**src/rtl/core/scaled_alpha_sprite_blit_defines.svh**
```systemverilog
// Assertion macros shared by the sprite blitter RTL.
// No dependencies; included by the files that carry assertions.
`ifndef SCALED_ALPHA_SPRITE_BLIT_DEFINES_SVH
`define SCALED_ALPHA_SPRITE_BLIT_DEFINES_SVH

// same-cycle implication
`define SAB_ASSERT_IMP(label, clk, rst, ante, cons) \
  label: assert property (@(posedge clk) disable iff (rst) (ante) |-> (cons)) \
    else $error("sab: same-cycle check failed");

// next-cycle implication
`define SAB_ASSERT_NXT(label, clk, rst, ante, cons) \
  label: assert property (@(posedge clk) disable iff (rst) (ante) |=> (cons)) \
    else $error("sab: next-cycle check failed");

`endif

```
**src/rtl/core/sab_pkg.sv**
```systemverilog
// Package for the scaled alpha sprite blitter: defaults, codes, FSM and
// controller/datapath interface types. No dependencies.
package sab_pkg;

  localparam int FB_WIDTH_DEF   = 64;
  localparam int FB_HEIGHT_DEF  = 64;
  localparam int MAX_SPRITE_DEF = 64;
  localparam int MAX_SCALE_DEF  = 8;

  localparam int PIXEL_W  = 32;
  localparam int COORD_W  = 6;
  localparam int IN_DATA_W = 48;
  localparam int CFG_IDX_W = 3;
  localparam int CFG_DATA_W = 8;
  localparam int SIZE_W   = 7;
  localparam int SCALE_W  = 4;

  localparam logic [7:0] ALPHA_FULL = 8'hFF;
  localparam logic [7:0] ALPHA_NONE = 8'h00;

  typedef enum logic [1:0] {
    ACT_PIXEL = 2'd0,
    ACT_WRITE = 2'd1,
    ACT_READ  = 2'd2,
    ACT_NOP   = 2'd3
  } sab_action_t;

  typedef enum logic [2:0] {
    REG_DEST_X   = 3'd0,
    REG_DEST_Y   = 3'd1,
    REG_SCALE    = 3'd2,
    REG_WIDTH    = 3'd3,
    REG_HEIGHT   = 3'd4,
    REG_BLEND    = 3'd5
  } sab_reg_t;

  typedef enum logic [2:0] {
    S_IDLE,
    S_GEOM,
    S_CHECK,
    S_BRD,
    S_BWR,
    S_DWR,
    S_DRD,
    S_DLOAD
  } sab_state_t;

  typedef struct packed {
    logic load;
    logic geom;
    logic check;
    logic rd;
    logic wr;
    logic drd;
    logic dwr;
    logic load_out;
  } sab_cmd_t;

  typedef struct packed {
    logic empty;
    logic ok;
    logic rmw;
    logic last;
    logic out_free;
  } sab_sts_t;

endpackage

```
**src/rtl/core/sab_ctrl.sv**
```systemverilog
// Controller FSM: sequences transaction capture, block geometry,
// read-modify-write walk and direct access. Depends on sab_pkg.
`include "scaled_alpha_sprite_blit_defines.svh"
module sab_ctrl
  import sab_pkg::*;
(
  input  logic     clk,
  input  logic     rst,
  input  logic     in_valid,
  output logic     in_ready,
  input  logic [1:0] in_user,
  input  sab_sts_t sts,
  output sab_cmd_t cmd
);

  sab_state_t state;
  sab_state_t state_next;
  logic       accept;

  always_ff @(posedge clk) begin
    if (rst) begin
      state <= S_IDLE;
    end else begin
      state <= state_next;
    end
  end

  assign accept = in_valid && in_ready;

  always_comb begin
    state_next = state;
    cmd = '0;
    in_ready = 1'b0;
    unique case (state)
      S_IDLE: begin
        in_ready = 1'b1;
        cmd.load = in_valid;
        if (in_valid) begin
          unique case (sab_action_t'(in_user))
            ACT_PIXEL: state_next = sts.empty ? S_IDLE : S_GEOM;
            ACT_WRITE: state_next = S_DWR;
            ACT_READ:  state_next = S_DRD;
            ACT_NOP:   state_next = S_IDLE;
          endcase
        end
      end
      S_GEOM: begin
        cmd.geom = 1'b1;
        state_next = S_CHECK;
      end
      S_CHECK: begin
        cmd.check = 1'b1;
        priority if (!sts.ok) begin
          state_next = S_IDLE;
        end else if (sts.rmw) begin
          state_next = S_BRD;
        end else begin
          state_next = S_BWR;
        end
      end
      S_BRD: begin
        cmd.rd = 1'b1;
        state_next = S_BWR;
      end
      S_BWR: begin
        cmd.wr = 1'b1;
        priority if (sts.last) begin
          state_next = S_IDLE;
        end else if (sts.rmw) begin
          state_next = S_BRD;
        end else begin
          state_next = S_BWR;
        end
      end
      S_DWR: begin
        cmd.dwr = 1'b1;
        state_next = S_IDLE;
      end
      S_DRD: begin
        cmd.drd = 1'b1;
        state_next = S_DLOAD;
      end
      S_DLOAD: begin
        if (sts.out_free) begin
          cmd.load_out = 1'b1;
          state_next = S_IDLE;
        end
      end
      default: state_next = S_IDLE;
    endcase
  end

  `SAB_ASSERT_IMP(a_load_needs_room, clk, rst, cmd.load_out, sts.out_free)
  `SAB_ASSERT_IMP(a_blend_after_read, clk, rst, cmd.wr && sts.rmw, $past(cmd.rd))
  `SAB_ASSERT_NXT(a_pixel_to_geom, clk, rst,
                  accept && sab_action_t'(in_user) == ACT_PIXEL && !sts.empty,
                  state == S_GEOM)

endmodule

```
**config.mk**
```make
export PLATFORM = sky130hd
export DESIGN_NAME = sab_ctrl
export DESIGN_NICKNAME = d
export VERILOG_FILES = /design/src/rtl/core/sab_pkg.sv /design/src/rtl/core/sab_ctrl.sv
export VERILOG_INCLUDE_DIRS = /design/src /design/src/rtl/core
export SDC_FILE = /design/constraint.sdc
export NUM_CORES = 1
export LEC_CHECK = 0
export ABC_AREA = 1
export BUFFER_PORTS_ARGS = -buffer_cell sky130_fd_sc_hd__buf_2
export CORE_AREA = 2 2 39 41
export CTS_CLUSTER_SIZE = 28
export DETAILED_ROUTE_END_ITERATION = 16
export DIE_AREA = 0 0 41 43
export SLEW_MARGIN = 20
export SYNTH_ARGS = -nofsm -noshare
export SYNTH_HDL_FRONTEND = slang
export SYNTH_SLANG_ARGS = --single-unit
```
**constraint.sdc**
```tcl
create_clock -name clk -period 2.2 [get_ports clk]
set_input_delay 0.33 -clock clk [delete_from_list [all_inputs] [get_ports clk]]
set_output_delay 0.33 -clock clk [all_outputs]
set_load 0.01 [all_outputs]
```
==> impl_metrics.env, run 1 <==
export IMPL_place_ws_ps=887.7
export IMPL_fin_ws_ps=634.2
export IMPL_path_cells="inv_2, nor4_1, buf_2"
export IMPL_grt_max_degree=10
export IMPL_drc_errors=0
export IMPL_synth_xor_area_share_pct=0
export IMPL_slowest_stage="dfxtp_1"
export IMPL_antenna_cells=0
export IMPL_crit_fanout=9
export IMPL_seqPwrFrac_pct=20.5
export IMPL_required_ps=1870
export IMPL_synth_simple_area_share_pct=42.21
export IMPL_clock_sinks=3
export IMPL_coreArea_um2=1384
export IMPL_p_per_area_nw_per_um2=1269
export IMPL_rsz0062_at_grt="no"
export IMPL_synth_seq_cells=3
export IMPL_drtAntennaViolNets=0
export IMPL_num_vias=418
export IMPL_largest_register_ffs=3
export IMPL_endpoint="cmd[0]"
export IMPL_fin_skew_ps=1.576
export IMPL_grt_pass1_wl_mm=1.193
export IMPL_switching_share_pct=52.06
export IMPL_grt_pass1_vias=331
export IMPL_slew_headroom_pct=80.03
export IMPL_setup_violations=0
export IMPL_crit_start="state[2]$_SDFFE_PP0P_"
export IMPL_p_leak_uw=0.0003120
export IMPL_regMostFlops="state"
export IMPL_final_hold_violation_count=0
export IMPL_numCtsBuffers=3
export IMPL_cts_tree="yes"
export IMPL_crit_path_max_incr_delay_ps=480
export IMPL_postSynthCellCount=59
export IMPL_syn_num_nets=72
export IMPL_antenna_found_initial=0
export IMPL_r2r_cells=7
export IMPL_yosys_warnings=0
export IMPL_synth_area_mux_share_pct=0
export IMPL_nets=94
export IMPL_max_freq_mhz=638.6
export IMPL_grt_ovfl_total=0
export IMPL_p_int_uw=299.9
export IMPL_rows=14
export IMPL_worstReg2RegEnd="state[1]$_SDFFE_PP0P_"
export IMPL_numPortBuffers=18
export IMPL_hold_class="input port to register"
export IMPL_regArea_um2=60.06
export IMPL_p_switching_uw=325.7
export IMPL_ioPinCount=19
export IMPL_htree_levels=1
export IMPL_reg_largest_list="state x3"
export IMPL_period_share_pct=71.17
export IMPL_synth_cell_type_count=20
export IMPL_root_buffer="clkbuf_4"
export IMPL_fin_setup_tns_ps=0
export IMPL_cts_hold_buf=0
export IMPL_critical_path_class="register to output pin"
export IMPL_crit_arrival_ps=1240
export IMPL_nFillCells=159
export IMPL_final_max_slew_violation_count=0
export IMPL_wl_per_cell_um=8.688
export IMPL_viasPerCell=4.354
export IMPL_routabilityCongestion=0.7511
export IMPL_vdd_drop_max_v=0.0003724
export IMPL_status="complete, no violations"
export IMPL_drive_gt1_share_pct=37.50
export IMPL_cp_end_kind="output pin"
export IMPL_track_usage_pct=10.13
export IMPL_syn_area_per_cell_um2=6.129
export IMPL_synth_top_family_by_area="simple AND/OR/NAND/NOR gates"
export IMPL_crit_path_start_kind="register"
export IMPL_clock_path_buffers=2
export IMPL_yosysSeqAreaShare_pct=16.61
export IMPL_synthesis_area_um2=361.6
export IMPL_multi_input_area_um2=240.2
export IMPL_drt_initial_drc_count=2
export IMPL_combPwrFrac_pct=64.5
export IMPL_area_delta_synth_final_pct=36.33
export IMPL_post_cts_resized=0
export IMPL_tightest_slew_ps=299.2
export IMPL_fin_crit_ps=1566
export IMPL_clkSlewWorstSetupHoldPaths_ps=40
export IMPL_cts_setup_buffers=0
export IMPL_insertion_delay_ps=230
export IMPL_synth_compound_area_share_pct=13.84
export IMPL_hpwl_um=685.2
export IMPL_first_pass_iters=3
export IMPL_dieArea_um2=1763
export IMPL_wl_um=834
export IMPL_die_h_um=43
export IMPL_synth_fa_ha_area_share_pct=10.38
export IMPL_start_util_pct=26.13
export IMPL_clockPowerShare_pct=15.0
export IMPL_regToRegSetupSlack_ps=1010
export IMPL_maxCapViolCount=0
export IMPL_timing_rr_start="state[2]$_SDFFE_PP0P_"
export IMPL_die_width_um=41
==> power by group through the flow <==
| stage | clock (µW) | sequential, µW | combinational (µW) |
|---|---|---|---|
| after CTS | 97.5 | 127 | 410 |
| after global placement | 0 | 128 | 407 |
| after detailed placement | 0 | 128 | 404 |
| after floorplan | 0 | 104 | 321 |
| final | 93.8 | 128 | 403 |
| after global routing | 103 | 136 | 454 |
==> kinds of logic after synthesis <==
group,count (synthesis)
compound gates,6
fa+ha+maj,3
buf+inv,16
flops,3
simple gates,31
==> metal layers <==
layer / vias up / part of all wire [%] / routed length [µm] / global-route usage (%)
met3: 0 / 8.8 / 73 / 1.571
met2: 14 / 47 / 395 / 15.63
met5: - / 0 / 0 / 0
met1: 177 / 44 / 365 / 11.54
met4: 0 / 0 / 0 / 8.000
li1: 227 / - / - / -
==> stage by stage <==
step	utilization (%)	instances	total power (µW)	hold slack [ps]	instance area [µm²]
floorplan	-	59	424.5	392.4	361.6
CTS	35.62	96	634.6	268.2	493.0
detailed placement	33.73	92	532.2	509.9	466.7
finish	35.62	96	625.6	275.6	493.0
global route	35.62	96	692.9	272.1	493.0
global placement	33.73	92	535.1	508.3	466.7
==> layout make-up <==
type,instances,area share [%]
Tap cell,16,4.061
Timing Repair Buffer,18,18.27
Sequential cell,3,12.18
Clock buffer,4,5.330
Multi-Input combinational cell,40,48.73
Inverter,15,11.42
==> critical path: cells and delay by family, from the launching register on <==
| family | cells | cell delay, ps |
|---|---|---|
| buf+inv | 2 | 290 |
| flops | 1 | 480 |
| simple gates | 1 | 230 |
==> cells in the mapped netlist, drive strengths merged <==
cell / n / area, µm²
inv: 15 / 56.30
nand2: 12 / 52.55
nor2: 8 / 32.54
nand4: 4 / 25.02
dfxtp: 3 / 60.06
ha: 3 / 37.54
nor3: 3 / 20.02
nand3: 2 / 10.01
o21ai: 2 / 13.76
o21bai: 2 / 15.01
a21oi: 1 / 8.760
and2: 1 / 6.260
buf: 1 / 5.000
nor4: 1 / 6.260
o211ai: 1 / 12.51
==> cell usage in the layout (no fill, tap or decap) <==
cell      instances
dfxtp_1           3
nand3_1           2
inv_2             3
inv_1            12
nor4_1            1
nor2_2            1
a21oi_2           1
buf_2            18
o21ai_1           1
o21bai_1          2
clkbuf_1          1
nand4_1           4
nor2_1            7
ha_1              3
o21ai_2           1
nor3_2            1
nand2_4           1
nand2_1          11
o211ai_2          1
nor3_1            2
clkbuf_4          3
and2_1            1
==> worst min-delay path by stage <==
stage	from	to	slack, ps	cells after the start
finish	rst	state[2]$_SDFFE_PP0P_	280	2
floorplan	rst	state[2]$_SDFFE_PP0P_	390	1
detailed placement	rst	state[2]$_SDFFE_PP0P_	510	2
CTS	rst	state[2]$_SDFFE_PP0P_	270	2
global route	rst	state[2]$_SDFFE_PP0P_	270	2
global placement	rst	state[2]$_SDFFE_PP0P_	510	2
Note: power is estimated with default switching activity, not from simulation.
==> run 2: changes to the inputs <==
clock period = 1.6 ns   (was 2.2 ns; I/O delays follow)
==> impl_metrics.env, run 2 (synthesized netlist as in run 1, its figures left out) <==
export IMPL_cts_setup_buffers=0
export IMPL_regArea_um2=60.06
export IMPL_viasPerCell=4.344
export IMPL_grt_pass1_wl_mm=1.283
export IMPL_clock_path_buffers=2
export IMPL_regMostFlops="state"
export IMPL_drive_gt1_share_pct=37.50
export IMPL_layout_cells_non_filler=96
export IMPL_numPortBuffers=18
export IMPL_htree_levels=1
export IMPL_critical_path_class="register to output pin"
export IMPL_grtUsageMet1_pct=14.42
export IMPL_switching_share_pct=51.65
export IMPL_status="complete, no violations"
export IMPL_nets=94
export IMPL_place_ws_ps=377.8
export IMPL_final_common_cell="buf_2"
export IMPL_area_delta_synth_final_pct=36.33
export IMPL_fin_setup_tns_ps=0
export IMPL_die_width_um=41
export IMPL_clkSlewWorstSetupHoldPaths_ps=40
export IMPL_crit_start="state[2]$_SDFFE_PP0P_"
export IMPL_grt_max_degree=10
export IMPL_p_switching_uw=440.8
export IMPL_crit_path_start_kind="register"
export IMPL_r2r_cells=7
export IMPL_drtAntennaViolNets=0
export IMPL_multi_input_area_um2=240.2
export IMPL_rsz0062_at_grt="no"
export IMPL_maxCapViolCount=0
export IMPL_start_util_pct=26.13
export IMPL_tightest_slew_ps=298.3
export IMPL_root_buffer="clkbuf_4"
export IMPL_hold_class="input port to register"
export IMPL_insertion_delay_ps=230
export IMPL_fin_ws_ps=125.7
export IMPL_final_max_slew_violation_count=0
export IMPL_seqPwrFrac_pct=20.5
export IMPL_regToRegSetupSlack_ps=410
export IMPL_grt_met2_usage_pct=14.06
export IMPL_crit_arrival_ps=1230
export IMPL_cts_hold_buf=0
export IMPL_p_per_area_nw_per_um2=1731
export IMPL_track_usage_pct=10.63
export IMPL_clock_sinks=3
export IMPL_combPwrFrac_pct=64.2
export IMPL_busiest_layer="met1"
export IMPL_clockPowerShare_pct=15.3
export IMPL_use_met3_pct=2.094
export IMPL_antenna_found_initial=0
export IMPL_grt_pass1_vias=326
export IMPL_post_cts_resized=0
export IMPL_fin_crit_ps=1474
export IMPL_grt_ovfl_total=0
export IMPL_reg_largest_list="state x3"
export IMPL_placed_cells_incl_taps=92
export IMPL_dieArea_um2=1763
export IMPL_nFillCells=165
export IMPL_required_ps=1360
export IMPL_ioPinCount=19
export IMPL_antenna_cells=0
export IMPL_final_hold_violation_count=0
export IMPL_largest_register_ffs=3
export IMPL_worstReg2RegEnd="state[1]$_SDFFE_PP0P_"
export IMPL_fin_skew_ps=3.439
export IMPL_p_leak_uw=0.0003120
export IMPL_numCtsBuffers=3
export IMPL_wl_per_cell_um=8.333
export IMPL_hpwl_um=673.3
export IMPL_num_vias=417
export IMPL_routabilityCongestion=0.7533
export IMPL_period_share_pct=92.15
export IMPL_coreArea_um2=1384
export IMPL_layout_common_cells="18 x buf_2, 12 x inv_1, 11 x nand2_1"
export IMPL_drc_errors=0
export IMPL_drt_initial_drc_count=9
export IMPL_cp_end_kind="output pin"
export IMPL_rows=14
export IMPL_crit_fanout=9
export IMPL_timing_rr_start="state[2]$_SDFFE_PP0P_"
export IMPL_vdd_drop_max_v=0.0005279
export IMPL_endpoint="cmd[0]"
export IMPL_cts_tree="yes"
export IMPL_fin_hold_ws_ps=180.5
export IMPL_p_int_uw=412.6
export IMPL_die_h_um=43
export IMPL_slew_headroom_pct=80.09
export IMPL_max_freq_mhz=678.3
export IMPL_wl_um=800
export IMPL_setup_violations=0
export IMPL_first_pass_iters=4
-- run 2: cell counts in the layout (fill, tap and decap cells not counted) --
No cell type changed its count.
-- run 2: metal layers --
layer / share of wire (%) / up-vias / routed length (µm)
met5: 0 / - / 0
met4: 0 / 0 / 0
li1: - / 230 / -
met1: 44 / 166 / 351
met2: 45 / 21 / 357
met3: 11 / 0 / 91
-- run 2: how the worst min path moves through the flow --
stage          startpoint                     to  slack, ps  cells after the start
2_1_floorplan         rst  state[2]$_SDFFE_PP0P_        300                      1
3_3_place_gp          rst  state[2]$_SDFFE_PP0P_        420                      2
3_5_place_dp          rst  state[2]$_SDFFE_PP0P_        410                      2
4_1_cts               rst  state[2]$_SDFFE_PP0P_        180                      2
5_1_grt               rst  state[2]$_SDFFE_PP0P_        180                      2
6_report              rst  state[2]$_SDFFE_PP0P_        180                      2
-- run 2: area by class of cell --
cell class / count / area share (%)
Inverter: 15 / 11.42
Tap cell: 16 / 4.061
Timing Repair Buffer: 18 / 18.27
Sequential cell: 3 / 12.18
Multi-Input combinational cell: 40 / 48.73
Clock buffer: 4 / 5.330
-- run 2: worst max-delay path, cell delays in order, from the launching register on --
cell and delay, ps:
dfxtp_1 480, inv_2 120, nor4_1 230, buf_2 170
-- run 2: metrics by stage --
| stage | utilization [%] | cell area (µm²) | power [µW] |
|---|---|---|---|
| after floorplan | - | 361.6 | 583.7 |
| after global placement | 33.73 | 466.7 | 735.2 |
| after detailed placement | 33.73 | 466.7 | 730.6 |
| after CTS | 35.62 | 493.0 | 864.7 |
| after global routing | 35.62 | 493.0 | 962.6 |
| final | 35.62 | 493.0 | 853.4 |
-- run 2: power groups by stage --
stage	sequential [µW]	clock (µW)	combinational [µW]
finish	175	130	548
global route	188	143	631
CTS	176	133	556
detailed placement	177	0	554
global placement	175	0	560
floorplan	142	0	441
==> run 3: changes to the inputs <==
CTS_BUF_LIST = sky130_fd_sc_hd__clkbuf_4 sky130_fd_sc_hd__clkbuf_8 sky130_fd_sc_hd__clkbuf_16   (was default)
clock period = 1.73 ns   (was 1.6 ns; I/O delays follow)
==> impl_metrics.env, run 3 (synthesized netlist as in run 1, its figures left out) <==
export IMPL_htree_levels=1
export IMPL_die_h_um=43
export IMPL_busiest_layer="met2"
export IMPL_drt_initial_drc_count=7
export IMPL_reg_largest_list="state x3"
export IMPL_regMostFlops="state"
export IMPL_required_ps=1470
export IMPL_insertion_delay_ps=230
export IMPL_use_met3_pct=1.571
export IMPL_min_from="rst"
export IMPL_cts_hold_buf=0
export IMPL_grt_met2_usage_pct=17.50
export IMPL_cp_end_kind="output pin"
export IMPL_p_per_area_nw_per_um2=1653
export IMPL_min_to="state[2]$_SDFFE_PP0P_"
export IMPL_drive_gt1_share_pct=38.75
export IMPL_root_buffer="clkbuf_4"
export IMPL_antenna_cells=0
export IMPL_whs_path_depth=2
export IMPL_grtUsageMet1_pct=12.46
export IMPL_start_util_pct=26.13
export IMPL_numCtsBuffers=3
export IMPL_final_common_cell="buf_2"
export IMPL_grt_max_degree=10
export IMPL_routabilityCongestion=0.7510
export IMPL_track_usage_pct=10.42
export IMPL_grt_pass1_wl_mm=1.262
export IMPL_post_cts_resized=0
export IMPL_vdd_drop_max_v=0.0004693
export IMPL_hold_class="input port to register"
export IMPL_hpwl_um=685.3
export IMPL_crit_arrival_ps=1260
export IMPL_wl_per_cell_um=9.219
export IMPL_r2r_cells=7
export IMPL_rows=14
export IMPL_critical_path_class="register to output pin"
export IMPL_slew_headroom_pct=77.79
export IMPL_clkSlewWorstSetupHoldPaths_ps=40
export IMPL_total_power_uw=821.1
export IMPL_worstReg2RegEnd="state[1]$_SDFFE_PP0P_"
export IMPL_fin_setup_tns_ps=0
export IMPL_layout_common_cells="18 x buf_2, 12 x inv_1, 11 x nand2_1"
export IMPL_wl_um=885
export IMPL_largest_register_ffs=3
export IMPL_final_hold_violation_count=0
export IMPL_max_freq_mhz=659.4
export IMPL_regToRegSetupSlack_ps=490
export IMPL_die_width_um=41
export IMPL_coreArea_um2=1384
export IMPL_fin_skew_ps=3.109
export IMPL_ioPinCount=19
export IMPL_nets=94
export IMPL_setup_violations=0
export IMPL_num_vias=434
export IMPL_p_leak_uw=0.0003154
export IMPL_final_max_slew_violation_count=0
export IMPL_crit_fanout=9
export IMPL_period_share_pct=87.66
export IMPL_timing_rr_start="state[2]$_SDFFE_PP0P_"
export IMPL_crit_path_start_kind="register"
export IMPL_status="complete, no violations"
export IMPL_tightest_slew_ps=332.7
export IMPL_cts_tree="yes"
export IMPL_drtAntennaViolNets=0
export IMPL_clock_sinks=3
export IMPL_grt_ovfl_total=0
export IMPL_rsz0062_at_grt="no"
export IMPL_drc_errors=0
export IMPL_fin_crit_ps=1516
export IMPL_cts_setup_buffers=0
export IMPL_area_delta_synth_final_pct=37.37
export IMPL_dieArea_um2=1763
export IMPL_clock_path_buffers=2
export IMPL_maxCapViolCount=0
export IMPL_numPortBuffers=18
export IMPL_antenna_found_initial=0
export IMPL_grt_pass1_vias=342
export IMPL_first_pass_iters=4
export IMPL_viasPerCell=4.521
## run 3: cell count changes in the layout (fill, tap and decap cells not counted)
cell and change:
clkbuf_4 +1, clkbuf_1 -1
## run 3: power breakdown
group	internal [µW]	switching, µW	leakage [µW]
registers	103	65.1	0.0000248
clock network	102	38.9	0.0000184
logic	192	320	0.000272
total	397	424	0.000315
## run 3: final cells by class
class                           count  area, µm²
Sequential cell                     3      60.06
Timing Repair Buffer               18      90.09
Inverter                           15      56.30
Multi-Input combinational cell     40      240.2
Clock buffer                        4      30.03
Fill cell                         163      887.1
Tap cell                           16      20.02
## run 3: how the worst max path moves through the flow
stage	from	end	slack, ps
floorplan	state[2]$_SDFFE_PP0P_	cmd[0]	520
global placement	state[2]$_SDFFE_PP0P_	cmd[0]	520
detailed placement	state[2]$_SDFFE_PP0P_	cmd[0]	480
CTS	state[2]$_SDFFE_PP0P_	cmd[0]	230
global route	state[2]$_SDFFE_PP0P_	cmd[0]	120
finish	state[2]$_SDFFE_PP0P_	cmd[0]	210
## run 3: metrics by stage
step / hold WS [ps] / std cells / area, µm² / setup WS, ps / util, %
floorplan: 321.9 / 59 / 361.6 / 524.6 / -
CTS: 203.0 / 96 / 496.7 / 233.6 / 35.90
global placement: 437.9 / 92 / 466.7 / 515.1 / 33.73
global route: 198.6 / 96 / 496.7 / 122.0 / 35.90
finish: 209.3 / 96 / 496.7 / 213.5 / 35.90
detailed placement: 440.2 / 92 / 466.7 / 478.9 / 33.73
## run 3: metal layers
layer	vias up	part of all wire (%)
li1	230	-
met1	188	43
met2	16	48
met3	0	8.7
met4	0	0
met5	-	0
## run 3: worst max-delay path, stage by stage (launching register included)
cell     delay (ps)
dfxtp_1         510
inv_2           130
nor4_1          230
buf_2           170
